File: config.mk
export PLATFORM = sky130hd
export DESIGN_NAME = pas_match
export DESIGN_NICKNAME = d
export VERILOG_FILES = /design/src/rtl/core/assert_macros.svh /design/src/rtl/core/pas_pkg.sv /design/src/rtl/core/pas_match.sv
export SDC_FILE = /design/constraint.sdc
export NUM_CORES = 1
export LEC_CHECK = 0
export BUFFER_PORTS_ARGS = -buffer_cell sky130_fd_sc_hd__buf_2
export CAP_MARGIN = 30
export CORE_AREA = 5 5 169 171
export DETAILED_ROUTE_END_ITERATION = 10
export DIE_AREA = 0 0 174 176
export PLACE_DENSITY = 0.45
export REMOVE_ABC_BUFFERS = 1
export SLEW_MARGIN = 0
export SYNTH_ARGS = -nofsm -noshare
export SYNTH_HDL_FRONTEND = slang
export SYNTH_SLANG_ARGS = --single-unit
File: constraint.sdc
create_clock -name vclk -period 3.98
set_clock_uncertainty 0.05 [all_clocks]
set_input_delay 0.398 -clock vclk [all_inputs]
set_output_delay 0.398 -clock vclk [all_outputs]
set_load 0.02 [all_outputs]
File: src/rtl/core/assert_macros.svh
// Assertion helpers shared by the RTL
`ifndef ASSERT_MACROS_SVH
`define ASSERT_MACROS_SVH

// same-cycle implication, off while in reset
`define AST_IMPLY(lbl, clk, rst_n, ante, cons) \
	lbl: assert property (@(posedge clk) disable iff (!rst_n) (ante) |-> (cons)) \
		else $error("assertion failed");

// next-cycle implication, off while in reset
`define AST_NEXT(lbl, clk, rst_n, ante, cons) \
	lbl: assert property (@(posedge clk) disable iff (!rst_n) (ante) |=> (cons)) \
		else $error("assertion failed");

`endif

File: src/rtl/core/pas_pkg.sv
// ----------------------------------------------------------------------------
// pas_pkg
// Types, codes and helpers of the process address-space table.
// ----------------------------------------------------------------------------
`timescale 1ns / 1ps
`default_nettype none

package pas_pkg;

	localparam int ENTRIES_DEF    = 128;
	localparam int NAME_CHARS_DEF = 15;
	localparam int NAME_MAX       = 15;

	localparam logic [7:0] CHAR_LO  = 8'h20;
	localparam logic [7:0] CHAR_HI  = 8'h7F;
	localparam logic [7:0] CHAR_SUB = 8'h3F;
	localparam logic [7:0] CASE_OFS = 8'd32;
	localparam logic [7:0] UPPER_A  = 8'h41;
	localparam logic [7:0] UPPER_Z  = 8'h5A;

	typedef enum logic [2:0] {
		ACT_CREATE    = 3'd0,
		ACT_TERMINATE = 3'd1,
		ACT_FIND_ID   = 3'd2,
		ACT_FIND_NAME = 3'd3,
		ACT_FIND_BASE = 3'd4
	} action_t;

	typedef enum logic [2:0] {
		ST_OK        = 3'd0,
		ST_NOT_FOUND = 3'd1,
		ST_FULL      = 3'd2,
		ST_DUP_ID    = 3'd3,
		ST_BAD_NAME  = 3'd4
	} status_t;

	typedef enum logic [1:0] {
		FSM_IDLE,
		FSM_SCAN,
		FSM_DECIDE,
		FSM_RENUM
	} fsm_t;

	typedef struct packed {
		logic [2:0]  action;
		logic [31:0] proc_id;
		logic [63:0] base_value;
		logic [63:0] name_low;
		logic [55:0] name_high;
		logic [4:0]  name_len;
	} cmd_t;

	typedef struct packed {
		logic [2:0]  status;
		logic [31:0] pid_out;
		logic [63:0] base_out;
		logic [63:0] name_low_out;
		logic [55:0] name_high_out;
		logic [7:0]  live_count;
	} result_t;

	typedef struct packed {
		logic [31:0] id;
		logic [63:0] base;
		logic [55:0] name_high;
		logic [63:0] name_low;
	} entry_t;

	typedef struct packed {
		logic id_eq;
		logic base_eq;
		logic name_eq;
	} match_t;

	function automatic logic [7:0] fold(input logic [7:0] c);
		logic [7:0] r;
		r = c;
		if (c >= UPPER_A && c <= UPPER_Z) begin
			r = c + CASE_OFS;
		end
		return r;
	endfunction

	// truncate to nchars, replace non-printable bytes, zero the tail
	function automatic logic [119:0] sanitize(input logic [119:0] name,
			input logic [4:0] len, input int nchars);
		logic [119:0] r;
		logic [7:0]   b;
		r = '0;
		for (int k = 0; k < NAME_MAX; k++) begin
			b = name[8*k +: 8];
			if (k < int'(len) && k < nchars) begin
				if (b < CHAR_LO || b >= CHAR_HI) begin
					b = CHAR_SUB;
				end
				r[8*k +: 8] = b;
			end
		end
		return r;
	endfunction

endpackage

`default_nettype wire

File: src/rtl/core/pas_match.sv
// ----------------------------------------------------------------------------
// pas_match
// Shared compare unit: one stored entry against the current command.
// ----------------------------------------------------------------------------
`timescale 1ns / 1ps
`default_nettype none

module pas_match (
	input  pas_pkg::entry_t entry,
	input  pas_pkg::cmd_t   cmd,
	output pas_pkg::match_t match
);

	logic [119:0] qname;
	logic [119:0] sname;
	logic         same;

	always_comb begin
		qname = {cmd.name_high, cmd.name_low};
		sname = {entry.name_high, entry.name_low};
		same  = 1'b1;
		for (int k = 0; k < pas_pkg::NAME_MAX; k++) begin
			// query bytes past the length count as zero
			if (pas_pkg::fold((k < int'(cmd.name_len)) ? qname[8*k +: 8] : 8'h00)
					!= pas_pkg::fold(sname[8*k +: 8])) begin
				same = 1'b0;
			end
		end
		match.id_eq   = (entry.id == cmd.proc_id);
		match.base_eq = (entry.base == cmd.base_value);
		match.name_eq = same;
	end

endmodule

`default_nettype wire

======== Yosys cells after proc, flatten, opt, wreduce, memory -nomap -nowiden ========
Cells that the tools add are included.
Widths: inputs -> output; s select.
word-level totals
  register bits after elaboration ......... 0
  input bits .............................. 440
  output and inout port bits .............. 3
  word-level logic and storage cells ...... 212
cells by class
  $add $sub $neg .......................... 30
  magnitude comparators ................... 75
  equality and inequality tests ........... 17
  muxes and demuxes ....................... 60
  reductions and logical operators ........ 30
operators by type and width
  cell                 count
  $mux 8               45
  $add 8x6->8 const B  30
  $ge 8x7->1 const B   30
  $le 8x7->1 const B   30
  $ne 8x8->1           15
  $eq 64x64->1         1
  $lt 4x5->1 const A   7
  $eq 32x32->1         1
  $logic_and 1x1->1    30
  $lt 3x5->1 const A   4
  $mux 1               15
  $lt 1x5->1 const A   2
  $lt 2x5->1 const A   2

======== Logic depth before layout (Yosys ltp) ========
Gate-level depths: netlist (run 1).
  depth in word-level cells ............... 21
  gate-level depth with buffers ........... 14
  gate-level depth less buffers ........... 11

======== Least setup slack after synthesis (run 1) ========
No wires, ideal clock.
  kind .................................... input -> output
  from .................................... input port cmd[0] in the netlist's numbering
  to ...................................... output port match[0] in the netlist's numbering
  arrival ................................. 2912 ps
  required time ........................... 3532 ps
  path slack .............................. 620 ps
  cell stages on the path ................. 12
  cells stage by stage .................... clkbuf_1 -> clkbuf_1 -> a311o_1 -> and2_1 -> ha_1 -> o41ai_1 -> xor2_1 -> o2111ai_1 -> nor4_1 -> nand4_1 -> nor4_2 -> buf_4
between the ends
  cells in the longest elaborated chain, start to end .. 21
  elaborated cells between the ends (all ways) .. 135
  classes of those cells .................. add/sub (15); order compare (45); eq/ne (15); mux (45); reduce/logical (15)
RTL lines
  what                                      line             text
  from (decl)                               pas_match.sv:10  input pas_pkg::cmd_t cmd,
  $lt 1x5->1                                pas_match.sv:24  if (pas_pkg::fold((k < int'(cmd.name_len)) ? qname[8*k +: 8] : 8'h00)
  $mux 8                                    pas_match.sv:24
  $ge 8x7->1 or $le 8x7->1 (tied branches)  pas_pkg.sv:78    if (c >= UPPER_A && c <= UPPER_Z) begin
  $logic_and 1x1->1                         pas_pkg.sv:78
  $mux 8                                    pas_pkg.sv:78
  $ne 8x8->1                                pas_match.sv:25  != pas_pkg::fold(sname[8*k +: 8])) begin
  $mux 1 (14 in series)                     pas_match.sv:24
  $mux 1 *                                  pas_match.sv:24
  to (decl)                                 pas_match.sv:11  output pas_pkg::match_t match
Every way passes the cells marked *; elsewhere a longest branch is shown, timed or not.

==> impl_metrics.tcl, run 1 <==
set metrics [dict create \
    crit_path_top_delay_cell "or4_4" \
    startpoint_type "input port" \
    hold_class "input port to output port" \
    crit_path_end_kind "output port" \
    post_drt_wl_per_cell_um 20.7 \
    grt_pass1_wl_mm 49.5 \
    antenna_left 0 \
    setup_violations 0 \
    p_int_mw 0.416 \
    dieArea_sq_um 30600 \
    grt_pass1_vias 8448 \
    switching_share_pct 54.6 \
    finalCritPeriodShare_pct 93.8 \
    ctsHoldBuffers 0 \
    cpLargestDelayFamily "simple AND/OR/NAND/NOR gates" \
    ir_drop_mv 0.0369 \
    clkPwrFrac_pct 0 \
    row_count 60 \
    grt_max_degree 19 \
    die_h_um 176 \
    cpPeakStageDelay_ns 0.69 \
    worstPathArrival_ns 3.29 \
    tns_ns 0 \
    cellPowerDensity_nw_per_um2 107 \
    syn_area_per_cell_sq_um 6.67 \
    power_mw 0.917 \
    cap_violations 0 \
    synth_seq_area_share_pct 0 \
    leakagePower_nw 4.01 \
    synth_area_leader_cell "xor2_1" \
    design.seq.count 0 \
    crit_path_max_fanout 17 \
    viasPerCell 5.07 \
    synth_area_leaders "xor2_1, xnor2_1, ha_1, nand2_1, nor2_1" \
    grt_setup_unrepaired "no" \
    p_seq_share_pct 0 \
    synthCells 885 \
    synth_area_sq_um 5910 \
    cts_resized 0 \
    grt_overflow_total 0 \
    num_vias 8508 \
    yosys_warnings 0 \
    wl_mm 34.7 \
    crit_required_ns 3.53 \
    start_util_pct 22.1 \
    cts_setup_buffers 0 \
    drt_iter0_markers 402 \
    drive_gt1_share_pct 35.5 \
    first_pass_iters 7 \
    hpwl_mm 32.0 \
    ios 443 \
    clock.fmax_mhz 268 \
    synth_top_area_share_pct 18.8 \
    nets 1794 \
    yosys-top-cells-count "xor2_1, nand2_1, nor2_1, xnor2_1, o21ai_0" \
    hold_viol_final 0 \
    p_sw_mw 0.501 \
    route.detailed.drc 0 \
    slew_viol_final 0 \
    path_cells "buf_2, or4_4, nor2_1, nor2b_1, ha_1, xnor2_1, or4_1, nand3_1, nand4_1, nor4_2, buf_2" \
    worst_path_most_repeated_cell "buf_2" \
    core_sq_um 26700 \
    gp_congestion 0.885 \
    relSlewSlack_pct 58.7 \
    seq_area_sq_um 0 \
    path_class "input port to output port" \
    outcome "complete, no violations" \
    final.min_clock_period_ns 3.74 \
    worst_pin_slew_ns 0.613 \
    p_comb_share_pct 100.0 \
    syn_to_final_growth_pct 45.5 \
    critPathBufInv 2 \
    synth_most_common_cell "xor2_1" \
    nClkBuffers 0 \
    antenna_found_initial 28 \
    fp.dieW_um 174 \
    synth_cell_type_count 73 \
    io_buffers 440 \
    grt.total_usage_pct 20.8 \
]
==> through the flow <==
step	std cells	utilization (%)	hold slack (ns)	setup slack (ns)	instance area (sq um)
final	1678	32.1	1.26	0.245	8590
after global routing	1677	32.1	1.31	0.0246	8590
after CTS	1663	32.0	1.27	0.164	8550
after detailed placement	1663	32.0	1.27	0.185	8550
after global placement	1663	32.0	1.26	0.248	8550
after floorplan	868	-	1.04	0.678	5820
==> final cells by class <==
class,instances,area (sq um)
well taps,341,427
multi-input cells,834,5690
fillers,3068,18100
diodes,15,37.5
inverters,34,128
repair buffers,454,2310
==> cell families after synthesis <==
kind of cell               after synthesis  synth area share, %
AOI/OAI and AO/OA                      272                 31.3
xor gates and xnor gates               185                 27.7
adders and majority gates               30                 6.35
buffers and inverters                   51                 3.62
and+or+nand+nor                        347                 31.0
==> power groups by stage <==
stage	combinational (mW)	clock (mW)	sequential [mW]
2_1_floorplan	0.429	0	0
3_3_place_gp	0.911	0	0
3_5_place_dp	0.919	0	0
4_1_cts	0.924	0	0
5_1_grt	1.01	0.000000471	0
6_report	0.917	0.000000505	0
==> final timing paths <==
path                     start        to  slack (ns)  cells after the start
worst max-delay path    cmd[4]  match[0]        0.24                     11
worst min-delay path  cmd[212]  match[2]        1.26                      6
==> placed cells by master (no fill, tap or decap), types with 21 or more instances in the layout <==
cell type	Yosys	final
a21oi_1	42	42
nor4_1	38	38
a31oi_1	31	31
xnor2_1	57	57
xor2_1	127	127
o21ai_0	52	52
nand2_1	74	74
ha_1	30	30
inv_1	34	34
buf_2	3	440
nand4_1	21	21
nor3_1	38	38
nor2_1	74	74
==> routing by layer <==
metal	share of wire [%]	wire [um]	up-vias	global-route usage (%)
met5	0.17	59	-	0
met4	2.8	959	10	5.87
met3	6.9	2390	54	3.92
met2	54	18700	335	41.7
met1	36	12600	3846	21.9
li1	-	-	4263	-
Note: power is estimated with default switching activity, not from simulation.
==> run 2, diff against run 1 <==
ABC_AREA = 1   (was not set)
CORE_AREA = 5 5 167 169   (was 5 5 169 171)
DIE_AREA = 0 0 172 174   (was 0 0 174 176)
PLACE_DENSITY = 0.52   (was 0.45)
==> impl_metrics.tcl, run 2 <==
set metrics [dict create \
    critPathBufInv 2 \
    crit_path_end_kind "output port" \
    synth_seq_area_share_pct 0 \
    gp_congestion 0.900 \
    dp.cells 2295 \
    p_sw_mw 0.575 \
    grt.total_usage_pct 22.2 \
    p_comb_share_pct 100.0 \
    viasPerCell 4.67 \
    tns_ns 0 \
    startpoint_type "input port" \
    cts_setup_buffers 0 \
    grt_pass1_wl_mm 53.1 \
    nets 2426 \
    nClkBuffers 0 \
    die_h_um 174 \
    synth_cell_type_count 38 \
    leakagePower_nw 6.04 \
    cpPeakStageDelay_ns 0.53 \
    route.detailed.drc 0 \
    synthCells 1525 \
    final.min_clock_period_ns 3.60 \
    grt_setup_unrepaired "no" \
    crit_required_ns 3.53 \
    cap_violations 0 \
    grt_overflow_total 0 \
    hold_viol_final 0 \
    drive_gt1_share_pct 24.4 \
    crit_path_max_fanout 18 \
    seq_area_sq_um 0 \
    dpl-instance-area_sq_um 9850 \
    power_mw 0.996 \
    fp.dieW_um 172 \
    switching_share_pct 57.7 \
    final_cells 2301 \
    mostFrequentLayoutCells "nand2_1, buf_2, inv_1" \
    ios 443 \
    synth_top_area_share_pct 27.8 \
    dieArea_sq_um 29900 \
    synth_area_sq_um 7270 \
    start_util_pct 27.5 \
    synth_area_leader_cell "nand2_1" \
    drt_iter0_markers 484 \
    p_seq_share_pct 0 \
    grt_pass1_vias 10300 \
    post_drt_wl_per_cell_um 15.2 \
    yosys_warnings 0 \
    slew_viol_final 0 \
    setup_violations 0 \
    io_buffers 440 \
    worstPathArrival_ns 3.16 \
    syn_to_final_growth_pct 35.8 \
    antenna_found_initial 20 \
    worst_pin_slew_ns 0.862 \
    hpwl_mm 32.7 \
    syn_area_per_cell_sq_um 4.76 \
    outcome "complete, no violations" \
    antenna_left 0 \
    grt_max_degree 26 \
    synth_most_common_cell "nand2_1" \
    p_int_mw 0.421 \
    relSlewSlack_pct 42.1 \
    final_common_cell "nand2_1" \
    design.seq.count 0 \
    hold_class "input port to output port" \
    cellPowerDensity_nw_per_um2 101 \
    path_cells "buf_2, nor2_2, nand3_1, nand2_1, nand2_1, nand2_1, o21ai_1, nor2_1, nand2_1, nor2_1, nand2_1, nor2_1, nand3_1, nor2_1, nand3_1, nor2_1, buf_2" \
    clock.fmax_mhz 277 \
    first_pass_iters 5 \
    clkPwrFrac_pct 0 \
    core_sq_um 26400 \
    path_class "input port to output port" \
    row_count 60 \
    wl_mm 35.0 \
    synth_area_leaders "nand2_1, inv_1, nand3_1, nor2_1, xnor2_1" \
    crit_path_top_delay_cell "nand3_1" \
    finalCritPeriodShare_pct 90.6 \
    yosys-top-cells-count "nand2_1, inv_1, nor2_1, nand3_1, nand4_1" \
    num_vias 10700 \
    ir_drop_mv 0.0368 \
    cts_resized 0 \
    cpLargestDelayFamily "simple AND/OR/NAND/NOR gates" \
    final_area_sq_um 9870 \
    ctsHoldBuffers 0 \
]
run 2: power groups by stage:
stage | Clock [mW] | Sequential [mW] | Combinational (mW)
global route | 0.000000134 | 0 | 1.14
detailed placement | 0 | 0 | 1.00
floorplan | 0 | 0 | 0.543
CTS | 0 | 0 | 1.00
global placement | 0 | 0 | 0.987
finish | 0.000000198 | 0 | 0.996
run 2: kinds of logic (layout without fill, tap and decap cells):
logic type	count (synthesis)	in the layout	synth area share, %
adders and majority gates	30	30	5.17
other	0	6	0
AOI/OAI and AO/OA	92	92	7.71
buffers and inverters	272	701	14.3
xor gates and xnor gates	89	89	10.7
and+or+nand+nor	1042	1042	62.0
run 2: worst min-delay path, cell delays in order:
cell and delay [ns]:
buf_2 0.08, xnor2_1 0.06, nand4_1 0.06, nor4_1 0.05, nand2_1 0.05, nor2_1 0.03
buf_2 0.15
run 2: cell type report:
class | instances | area (sq um)
fillers | 3081 | 16600
multi-input cells | 1253 | 6220
repair buffers | 445 | 2240
inverters | 256 | 961
well taps | 341 | 427
diodes | 6 | 15.0
run 2: final timing paths:
check                   from        to  slack, ns  cells past startpoint
hold / removal    entry[179]  match[1]       1.23                      7
setup / recovery      cmd[1]  match[0]       0.38                     17
run 2: routing by layer:
| layer | wire length [um] | part of all wire, % | vias to the layer above | global-route usage [%] |
|---|---|---|---|---|
| li1 | - | - | 5726 | - |
| met1 | 13200 | 38 | 4606 | 24.7 |
| met2 | 18100 | 52 | 325 | 42.3 |
| met3 | 2630 | 7.5 | 64 | 4.89 |
| met4 | 837 | 2.4 | 28 | 4.62 |
| met5 | 207 | 0.59 | - | 0 |
run 2: per-stage QoR:
| stage | hold WS, ns | util, % | setup slack [ns] |
|---|---|---|---|
| after floorplan | 1.01 | - | 1.21 |
| after global placement | 1.23 | 37.3 | 0.401 |
| after detailed placement | 1.23 | 37.3 | 0.378 |
| after CTS | 1.24 | 37.3 | 0.367 |
| after global routing | 1.28 | 37.3 | 0.0697 |
| final | 1.23 | 37.3 | 0.375 |
