`config.mk`:
```
export PLATFORM = sky130hd
export DESIGN_NAME = pas_ram
export DESIGN_NICKNAME = d
export VERILOG_FILES = /design/src/rtl/core/assert_macros.svh /design/src/rtl/core/pas_ram.sv
export SDC_FILE = /design/constraint.sdc
export NUM_CORES = 1
export LEC_CHECK = 0
export BUFFER_PORTS_ARGS = -buffer_cell sky130_fd_sc_hd__buf_2
export CORE_MARGIN = 1
export CORE_UTILIZATION = 46
export DETAILED_ROUTE_END_ITERATION = 8
export PLACE_DENSITY_LB_ADDON = 0.05
export SLEW_MARGIN = 10
export SYNTH_ARGS = -nofsm -noshare
export SYNTH_HDL_FRONTEND = slang
export SYNTH_SLANG_ARGS = --single-unit
```
`constraint.sdc`:
```
create_clock -name clk -period 4.5 [get_ports clk]
set_input_delay 1.125 -clock clk [delete_from_list [all_inputs] [get_ports clk]]
set_output_delay 1.125 -clock clk [all_outputs]
set_load 0.01 [all_outputs]
```
`src/rtl/core/assert_macros.svh`:
```
// Assertion helpers shared by the RTL
`ifndef ASSERT_MACROS_SVH
`define ASSERT_MACROS_SVH

// same-cycle implication, off while in reset
`define AST_IMPLY(lbl, clk, rst_n, ante, cons) \
	lbl: assert property (@(posedge clk) disable iff (!rst_n) (ante) |-> (cons)) \
		else $error("assertion failed");

// next-cycle implication, off while in reset
`define AST_NEXT(lbl, clk, rst_n, ante, cons) \
	lbl: assert property (@(posedge clk) disable iff (!rst_n) (ante) |=> (cons)) \
		else $error("assertion failed");

`endif

```
`src/rtl/core/pas_ram.sv`:
```
// ----------------------------------------------------------------------------
// pas_ram
// Generic RAM, one write port and one registered read port.
// ----------------------------------------------------------------------------
`timescale 1ns / 1ps
`default_nettype none

module pas_ram #(
	parameter int WIDTH = 8,
	parameter int DEPTH = 16
) (
	input  wire                      clk,
	input  wire                      we,
	input  wire [$clog2(DEPTH)-1:0]  waddr,
	input  wire [WIDTH-1:0]          wdata,
	input  wire [$clog2(DEPTH)-1:0]  raddr,
	output logic [WIDTH-1:0]         rdata
);

	logic [WIDTH-1:0] mem [DEPTH];

	always_ff @(posedge clk) begin
		if (we) begin
			mem[waddr] <= wdata;
		end
		rdata <= mem[raddr];
	end

endmodule

`default_nettype wire

```
Yosys cells after proc, flatten, opt, wreduce, memory -nomap -nowiden
Memories as Yosys holds them, arrays and structs flattened. A register that Yosys moved wholly into a read port is not among the register bits.
Cells that the tools add are included.
- output and inout port bits: 8
- logic and storage cells: 3
- bits in writable memories: 128
- register bits after elaboration: 0
- memories: 1
- mux-type cells: 2
- memory list (memory ; words ; width ; rd ports ; clocked after memory_dff ; write ports ; line ; source):
    mem ; 16 ; 8 ; 1 ; 1 ; 1 ; pas_ram.sv:20 ; logic [WIDTH-1:0] mem [DEPTH];
- operator list (operator ; number):
    1-bit 2-to-1 mux ; 2

Depth between registers and ports, before layout
Gate-level depths: netlist (run 1).
- depth in word-level cells: 2
- mapped depth: 5
- gate-level depth less buffers: 3

Worst setup path after synthesis (run 1)
No wires, ideal clock.
- path kind: in2reg
- from: input port waddr[2]
- to: memory mem[0][0], enable pin
- data arrival time: 2.235 ns
- stages on the path: 2
- required time: 4.117 ns
- slack: 1.882 ns
- path through: or3b_2 -> nor3_1
- RTL lines (what ; line ; source):
    start: declaration ; pas_ram.sv:14 ; input wire [$clog2(DEPTH)-1:0] waddr,
    end: declaration ; pas_ram.sv:20 ;
No word-level cell before the write port.

==> summary.md, run 1 <==
| Metric | Value |
|---|---|
| Post-synthesis sequential area ratio | `0.778` |
| Port-buffer cells | `25` |
| Setup TNS | `0 ns` |
| Setup Viol. Count Final | `0` |
| Netlist cell types | `19` |
| Hold_buf cts | `0` |
| Max_cap viols | `0` |
| Peak VDD IR | `0.308 mV` |
| Vias per inst | `5.55` |
| Synth area leaders | `edfxtp_1, mux4_2, mux4_1, dfxtp_1, a22oi_1` |
| Core Rows | `38` |
| CTS Buf Count | `17` |
| Cell taking the most area after synthesis | `edfxtp_1` |
| Layout cells sized above 1 | `0.287` |
| Cell area power density | `495 nW/um^2` |
| #FFs+latches synth | `136` |
| Period utilization | `0.520` |
| DRT iter0 DRCs | `134` |
| Critical Path RT | `4.90 ns` |
| Post-route ant nets | `0` |
| First-pass GRT wire length | `14.4 mm` |
| Die Area | `11600 sq um` |
| Die Ht | `108 um` |
| Crit path DAT | `2.74 ns` |
| Die Wd | `108 um` |
| RSZ-0062 raised after global routing | `no` |
| Placement Cell Area | `5390 sq um` |
| Placeable Area | `10900 sq um` |
| CP Cell Sequence | `buf_2, buf_4, mux4_1, a22oi_1, nand2_1` |
| Rel. slew slack | `0.335` |
| Status | `complete, no violations` |
| Pwr Total | `2.97 mW` |
| HPWL after DPL | `5.82 mm` |
| Crit end category | `flip-flop` |
| Cells after Synth | `229` |
| Static Leakage | `2.00 nW` |
| Switching Share | `0.195` |
| Final instance area | `6010 sq um` |
| Max Clock Freq | `428 MHz` |
| H-tree Lvls | `4` |
| Largest stage delay, worst path | `0.65 ns` |
| Hold crit path type | `flip-flop to flip-flop` |
| Root Buffer | `clkbuf_8` |
| Total Routing Usage GR | `0.187` |
| Final Hold Vio Count | `0` |
| Final Max Slew Viols | `0` |
| DR pass1 iterations | `4` |
| Diodes inserted | `0` |
| Top cell type's share of synthesized area | `0.747` |
| Most frequent cells in the layout | `edfxtp_1, buf_2, mux4_2, a22oi_1, clkbuf_16` |
| Wire per inst | `22.4 um` |
| Reg power frac | `0.479` |
| DRC errors left | `0` |
| Yosys warnings | `0` |
| Fillers | `820` |
| Critical path type | `input port to flip-flop` |
| CTS tree | `done` |
| Slowest CP cell | `mux4_1` |
| Post-Route WL | `9.40 mm` |
| I/O Pins | `26` |
| Layout Nets | `284` |
| Initial Util | `0.473` |
| Mapped cell area | `5150 sq um` |
| Buffer count from post-CTS setup fixing | `0` |
| Slew @ Worst Pin | `0.993 ns` |
| Clock Sinks | `136` |
| Post-Place Cells | `387` |
| Worst-Skew Late Latency | `0.52 ns` |
| Area grow syn2layout | `16.8%` |
| Routability Congestion | `0.693` |
| Post-cts resize count | `0` |
| Number of global-route vias before repair | `2439` |
| Via count | `2326` |
| Clk pwr share | `0.480` |
| Buffer depth of the longest clock path | `2` |
| Worst Skew | `0.00610 ns` |
| Delay-heaviest family, CP | `multiplexers` |
| NetSw | `0.580 mW` |
| Total grt overflow | `0` |
| Syn Area/Cell | `22.5 sq um` |
| Syn nets | `247` |
| Pin count of the biggest net entering global routing | `33` |
| Comb pwr share | `0.041` |
| Reg clk slew, reported paths | `0.06 ns` |
| Pint | `2.39 mW` |
| Finished Layout Cells | `419` |
| CP bufs+invs | `2` |
| Nature of the critical path startpoint | `input port` |
| Crit Path Max Fanout | `32` |
| Initial antenna violation count | `1` |
| Final min period | `2.34 ns` |
| Commonest non-fill, non-tap cell in the layout | `edfxtp_1` |
-- kinds of logic after synthesis --
logic type / after synthesis / share of synthesized area
multiplexers: 32 / 0.150
AO/OA/AOI/OAI: 16 / 0.0233
flip-flops: 136 / 0.778
buffers and inverters: 10 / 0.0168
AND/OR/NAND/NOR: 35 / 0.0318
-- final cells by class --
class | instances | area, sq um | share of cell area
well taps | 140 | 175 | 0.0291
clock inverters | 12 | 174 | 0.0289
clock buffers | 20 | 445 | 0.0741
repair buffers | 28 | 148 | 0.0246
multi-input cells | 83 | 1070 | 0.177
flip-flops and latches | 136 | 4000 | 0.666
-- through the flow --
step | worst slack [ns] | util | hold slack (ns)
6_report | 2.16 | 0.552 | 0.659
5_1_grt | 2.09 | 0.552 | 0.697
4_1_cts | 2.11 | 0.552 | 0.664
3_5_place_dp | 1.56 | 0.495 | 0.651
3_3_place_gp | 1.54 | 0.495 | 0.653
2_1_floorplan | 1.88 | - | 0.629
-- Yosys cell counts --
cell type        number
edfxtp_1            128
mux4_2               18
a22oi_1              16
mux4_1               14
nor2_1               13
nand2_1               9
dfxtp_1               8
nor3_1                4
buf_2                 3
buf_6                 3
clkdlybuf4s25_2       3
nand2b_1              2
nand3b_1              2
and2_1                1
and2b_1               1
buf_4                 1
nand3_1               1
nor2b_1               1
or3b_2                1
-- power groups by stage --
stage          Sequential (mW)  Clock, mW  Combinational, mW
2_1_floorplan             1.45          0             0.0719
3_3_place_gp              1.45          0              0.126
3_5_place_dp              1.45          0              0.126
4_1_cts                   1.43       1.45              0.126
5_1_grt                   1.43       1.50              0.135
6_report                  1.43       1.43              0.123
-- sequential cells by signal (all words and copies together), names as in the netlist --
name and count:
mem 128, rdata 8
-- per-layer routing --
layer  global-route usage  up-vias  part of all wire
li1                     -     1048                 -
met1                0.249     1209              0.46
met2                0.288       52              0.49
met3               0.0593       15             0.039
met4               0.0675        2             0.013
met5                    0        -            0.0011
-- path summary, 6_finish.rpt --
check	startpoint	end	slack (ns)	depth (start not counted)
max	raddr[0]	rdata[4]$_DFF_P_	2.16	5
min	mem[4][1]$_DFFE_PP_	rdata[1]$_DFF_P_	0.66	3
max reg2reg	mem[9][4]$_DFFE_PP_	rdata[4]$_DFF_P_	3.11	3
min reg2reg	mem[4][1]$_DFFE_PP_	rdata[1]$_DFF_P_	0.66	3
-- worst register-to-register path: cells and delay by family (launching register included) --
family | cells | cell delay [ns]
flip-flops | 1 | 0.36
AND/OR/NAND/NOR | 1 | 0.08
AO/OA/AOI/OAI | 1 | 0.32
multiplexers | 1 | 0.52
No activity file was read; power rests on OpenSTA's default activity.
==> run 2, diff against run 1 <==
Clock period 4.5 ns to 2.1 ns, I/O delays scaled along.
==> summary.md, run 2 (synthesis gave the netlist of run 1 again) <==
| Metric | Value |
|---|---|
| Pin count of the biggest net entering global routing | `21 (-36%)` |
| First-pass GRT wire length | `14.5 mm (+0.48%)` |
| FF-to-FF End | `rdata[3]$_DFF_P_` |
| Post-cts resize count | `0 (unchanged)` |
| Largest Register | `mem` |
| Largest registers | `mem x128, rdata x8` |
| Placement Cell Area | `5560 sq um (+3.1%)` |
| Static Leakage | `2.10 nW (+4.7%)` |
| Buffer depth of the longest clock path | `2 (unchanged)` |
| Cell area power density | `1010 nW/um^2 (+100%)` |
| Most frequent cells in the layout | `edfxtp_1, buf_2, buf_4, mux4_2` |
| Critical path type | `flip-flop to primary output` |
| CP Cell Sequence | `buf_2` |
| Number of global-route vias before repair | `2453 (+0.57%)` |
| Clock Sinks | `136 (unchanged)` |
| Total grt overflow | `0 (unchanged)` |
| H-tree Lvls | `4 (unchanged)` |
| Reg2Reg Depth | `3 (unchanged)` |
| Crit Path Max Fanout | `1 (-97%)` |
| Setup TNS | `0 ns (unchanged)` |
| Slew @ Worst Pin | `0.439 ns (-0.554 ns)` |
| Crit path DAT | `1.04 ns (-1.70 ns)` |
| I/O Pins | `26 (unchanged)` |
| Initial Util | `0.473 (unchanged)` |
| Delay-heaviest family, CP | `flip-flops` |
| DR pass1 iterations | `4 (unchanged)` |
| Area occupied by multi-input gates | `1060 sq um (-0.94%)` |
| RSZ-0062 raised after global routing | `no` |
| Peak VDD IR | `0.615 mV (+99%)` |
| Final Hold Vio Count | `0 (unchanged)` |
| Root Buffer | `clkbuf_8` |
| Core Rows | `38 (unchanged)` |
| Register area | `4000 sq um (unchanged)` |
| DRC errors left | `0 (unchanged)` |
| Area grow syn2layout | `19.3%` |
| Worst-Skew Late Latency | `0.51 ns (about the same)` |
| Wire per inst | `22.2 um (-1.0%)` |
| Fillers | `816 (-0.49%)` |
| Hold crit path type | `input port to flip-flop` |
| Pwr Total | `6.20 mW (+110%)` |
| Layout cells sized above 1 | `0.328 (+0.0410)` |
| Hold path start | `wdata[4]` |
| Setup WS post-layout | `0.536 ns (-1.63 ns)` |
| DRT iter0 DRCs | `125 (-6.7%)` |
| Initial antenna violation count | `0 (-1)` |
| Setup Viol. Count Final | `0 (unchanged)` |
| Hold_buf cts | `0 (unchanged)` |
| Post-route ant nets | `0 (unchanged)` |
| Buffer count from post-CTS setup fixing | `0 (unchanged)` |
| CTS Buf Count | `17 (unchanged)` |
| Final min period | `1.56 ns` |
| Nature of the critical path startpoint | `flip-flop` |
| Max_cap viols | `0 (unchanged)` |
| CTS tree | `done` |
| DP Worst Slack | `0.0107 ns (-1.55 ns)` |
| Worst Skew | `0.00939 ns (+0.00329 ns)` |
| Slowest CP cell | `dfxtp_1` |
| Register-to-register setup slack | `0.72 ns (-2.39 ns)` |
| Via count | `2389 (+2.7%)` |
| Die Area | `11600 sq um (unchanged)` |
| Status | `complete, no violations` |
| Reg clk slew, reported paths | `0.06 ns (about the same)` |
| Final Max Slew Viols | `0 (unchanged)` |
| HPWL after DPL | `6.23 mm (+7.0%)` |
| Routability Congestion | `0.688 (-0.66%)` |
| Crit path to | `rdata[6]` |
| Crit end category | `primary output` |
| Placeable Area | `10900 sq um (unchanged)` |
| Die Ht | `108 um (unchanged)` |
| Vias per inst | `5.44 (-2.0%)` |
| CP startpoint | `rdata[6]$_DFF_P_` |
| Rel. slew slack | `0.707 (+0.372)` |
| CP bufs+invs | `1 (-1)` |
| Diodes inserted | `0 (unchanged)` |
| R2r startpoint | `mem[10][3]$_DFFE_PP_` |
| Max Clock Freq | `639 MHz` |
| Max reg flops | `128 (unchanged)` |
| Total Routing Usage GR | `0.187 (about the same)` |
| Period utilization | `0.745` |
| Final instance area | `6140 sq um (+2.1%)` |
| Critical Path Stages | `1 (-4)` |
| Die Wd | `108 um (unchanged)` |
| Post-Route WL | `9.75 mm (+3.7%)` |
| Port-buffer cells | `25 (unchanged)` |
| Largest stage delay, worst path | `0.38 ns (-0.27 ns)` |
| Layout Nets | `304 (+7.0%)` |
| Commonest non-fill, non-tap cell in the layout | `edfxtp_1` |
| Critical Path RT | `1.57 ns (-3.33 ns)` |
==> run 2: how the worst min path moves through the flow <==
stage	cells past startpoint	to	slack [ns]
2_1_floorplan	0	mem[0][0]$_DFFE_PP_	0.62
3_3_place_gp	3	rdata[3]$_DFF_P_	0.65
3_5_place_dp	3	rdata[7]$_DFF_P_	0.66
4_1_cts	1	mem[7][2]$_DFFE_PP_	0.38
5_1_grt	1	mem[7][4]$_DFFE_PP_	0.39
6_report	1	mem[7][4]$_DFFE_PP_	0.40
==> run 2: per-layer routing <==
layer,track usage,up-vias,part of all wire
li1,-,1090,-
met1,0.247,1244,0.46
met2,0.298,47,0.50
met3,0.0515,8,0.030
met4,0.0646,0,0.0095
met5,0,-,0
==> run 2: through the flow <==
stage          utilization  std cells  hold WS (ns)
6_report             0.564        439         0.397
3_3_place_gp         0.511        407         0.652
2_1_floorplan            -        229         0.624
3_5_place_dp         0.511        407         0.662
4_1_cts              0.564        439         0.384
5_1_grt              0.564        439         0.386
==> run 2: cell type report <==
class                   instances  share of cell area
repair buffers                 48              0.0526
well taps                     140              0.0285
clock inverters                15              0.0269
multi-input cells              83               0.172
clock buffers                  17              0.0675
flip-flops and latches        136               0.652
==> run 2: where the power goes <==
part           switching, mW  internal, mW
Combinational          0.162         0.127
Clock                   1.15          1.71
Sequential            0.0174          3.03
Total                   1.33          4.87
==> run 3, diff against run 2 <==
Clock period 2.1 ns to 1.3 ns, I/O delays scaled along.
==> summary.md, run 3 (synthesis gave the netlist of run 1 again) <==
| Metric | Value |
|---|---|
| Layout Nets | `318 (+4.6%)` |
| Finished Layout Cells | `453 (+3.2%)` |
| Initial Util | `0.473 (unchanged)` |
| RSZ-0062 raised after global routing | `yes` |
| Max_cap viols | `0 (unchanged)` |
| Clock Sinks | `136 (unchanged)` |
| Hold path start | `wdata[1]` |
| Setup TNS | `0 ns (unchanged)` |
| DR pass1 iterations | `4 (unchanged)` |
| Total grt overflow | `0 (unchanged)` |
| Final Hold Vio Count | `0 (unchanged)` |
| Post-Place Cells | `421 (+3.4%)` |
| Post-Route WL | `9.73 mm (-0.19%)` |
| Pwr Total | `9.90 mW (+60%)` |
| Largest registers | `mem x128, rdata x8` |
| Largest stage delay, worst path | `0.33 ns (-0.05 ns)` |
| Register-to-register setup slack | `0.02 ns (-0.70 ns)` |
| Placement Cell Area | `5730 sq um (+3.1%)` |
| Port-buffer cells | `25 (unchanged)` |
| Area grow syn2layout | `23.2%` |
| Die Area | `11600 sq um (unchanged)` |
| Reg2Reg Depth | `3 (unchanged)` |
| Placeable Area | `10900 sq um (unchanged)` |
| FF-to-FF End | `rdata[2]$_DFF_P_` |
| WHS Endpoint | `mem[15][1]$_DFFE_PP_` |
| DP Worst Slack | `-0.543 ns (-0.554 ns)` |
| Post-layout util | `0.583 (+0.0187)` |
| Most frequent cells in the layout | `edfxtp_1, mux4_2, buf_4, buf_2, clkbuf_16` |
| Fillers | `793 (-2.8%)` |
| Total Routing Usage GR | `0.193 (+0.00618)` |
| Initial antenna violation count | `0 (unchanged)` |
| Die Ht | `108 um (unchanged)` |
| Buffer depth of the longest clock path | `2 (unchanged)` |
| Slew @ Worst Pin | `0.938 ns (+0.498 ns)` |
| CTS tree | `done` |
| CP bufs+invs | `1 (unchanged)` |
| I/O Pins | `26 (unchanged)` |
| Period utilization | `0.993` |
| Crit path DAT | `0.97 ns (-0.07 ns)` |
| DRT iter0 DRCs | `148 (+18%)` |
| Number of global-route vias before repair | `2545 (+3.8%)` |
| Layout cells sized above 1 | `0.450 (+0.123)` |
| Static Leakage | `2.13 nW (+1.5%)` |
| Crit Path Max Fanout | `1 (unchanged)` |
| Commonest non-fill, non-tap cell in the layout | `edfxtp_1` |
| Diodes inserted | `0 (unchanged)` |
| H-tree Lvls | `4 (unchanged)` |
| Nature of the critical path startpoint | `flip-flop` |
| Wire per inst | `21.5 um (-3.3%)` |
| Critical path type | `flip-flop to primary output` |
| Status | `complete, no violations` |
| Delay-heaviest family, CP | `flip-flops` |
| Max reg flops | `128 (unchanged)` |
| Slowest CP cell | `dfxtp_2` |
| HPWL after DPL | `6.10 mm (-2.2%)` |
| Hold_buf cts | `0 (unchanged)` |
| CTS Buf Count | `17 (unchanged)` |
| Cell area power density | `1560 nW/um^2 (+55%)` |
| Final min period | `1.29 ns` |
| Critical Path RT | `0.98 ns (-0.59 ns)` |
| Reg clk slew, reported paths | `0.06 ns (about the same)` |
| Largest Register | `mem` |
| Worst-Skew Late Latency | `0.52 ns (about the same)` |
| Pin count of the biggest net entering global routing | `27 (+29%)` |
| Setup Viol. Count Final | `0 (unchanged)` |
| Worst Hold Path Cells | `1 (unchanged)` |
| Setup WS post-layout | `0.00947 ns (-0.527 ns)` |
| Max Clock Freq | `775 MHz` |
| Root Buffer | `clkbuf_8` |
| Rel. slew slack | `0.374 (-0.334)` |
| Via count | `2427 (+1.6%)` |
| Final Max Slew Viols | `0 (unchanged)` |
| Buffer count from post-CTS setup fixing | `0 (unchanged)` |
| DRC errors left | `0 (unchanged)` |
| Worst Skew | `0.00539 ns (-0.00400 ns)` |
| Die Wd | `108 um (unchanged)` |
| First-pass GRT wire length | `15.0 mm (+3.7%)` |
| R2r startpoint | `mem[10][2]$_DFFE_PP_` |
| Post-route ant nets | `0 (unchanged)` |
| Final instance area | `6340 sq um (+3.3%)` |
| CP Cell Sequence | `buf_6` |
| Crit end category | `primary output` |
| Peak VDD IR | `0.761 mV (+24%)` |
| Core Rows | `38 (unchanged)` |
| Hold crit path type | `input port to flip-flop` |
| Vias per inst | `5.36 (-1.5%)` |
| Routability Congestion | `0.697 (+1.3%)` |
| Hold_ws | `0.183 ns (-0.213 ns)` |
## run 3: layer usage
| layer | vias to the layer above | global-route usage | wire length, um | share of wire |
|---|---|---|---|---|
| met5 | - | 0 | 0 | 0 |
| met4 | 0 | 0.0705 | 130 | 0.013 |
| met3 | 12 | 0.0527 | 318 | 0.033 |
| met2 | 47 | 0.302 | 4870 | 0.50 |
| met1 | 1266 | 0.259 | 4410 | 0.45 |
| li1 | 1102 | - | - | - |
## run 3: power by group
part	switching (mW)	internal (mW)
logic	0.284	0.264
registers	0.0297	4.91
clock network	1.72	2.70
## run 3: area by class of cell
type                    count  area [sq um]  area share
flip-flops and latches    136          4010       0.632
well taps                 140           175      0.0276
clock buffers              18           418      0.0659
clock inverters            14           133      0.0209
repair buffers             62           515      0.0813
multi-input cells          83          1090       0.172
## run 3: how the worst max path moves through the flow
stage	slack, ns	start	to	depth (start not counted)
4_1_cts	-0.02	rdata[2]$_DFF_P_	rdata[2]	1
2_1_floorplan	-0.16	waddr[2]	mem[0][0]$_DFFE_PP_	2
3_5_place_dp	-0.54	raddr[0]	rdata[2]$_DFF_P_	6
3_3_place_gp	-0.52	raddr[0]	rdata[2]$_DFF_P_	6
6_report	0.009	rdata[2]$_DFF_P_	rdata[2]	1
5_1_grt	-0.03	rdata[2]$_DFF_P_	rdata[2]	1
## run 3: repair_timing
item / CTS / global route
pin swaps: 0 / 2
setup endpoints to repair: 6 / 14
resized for setup: 9 / 8
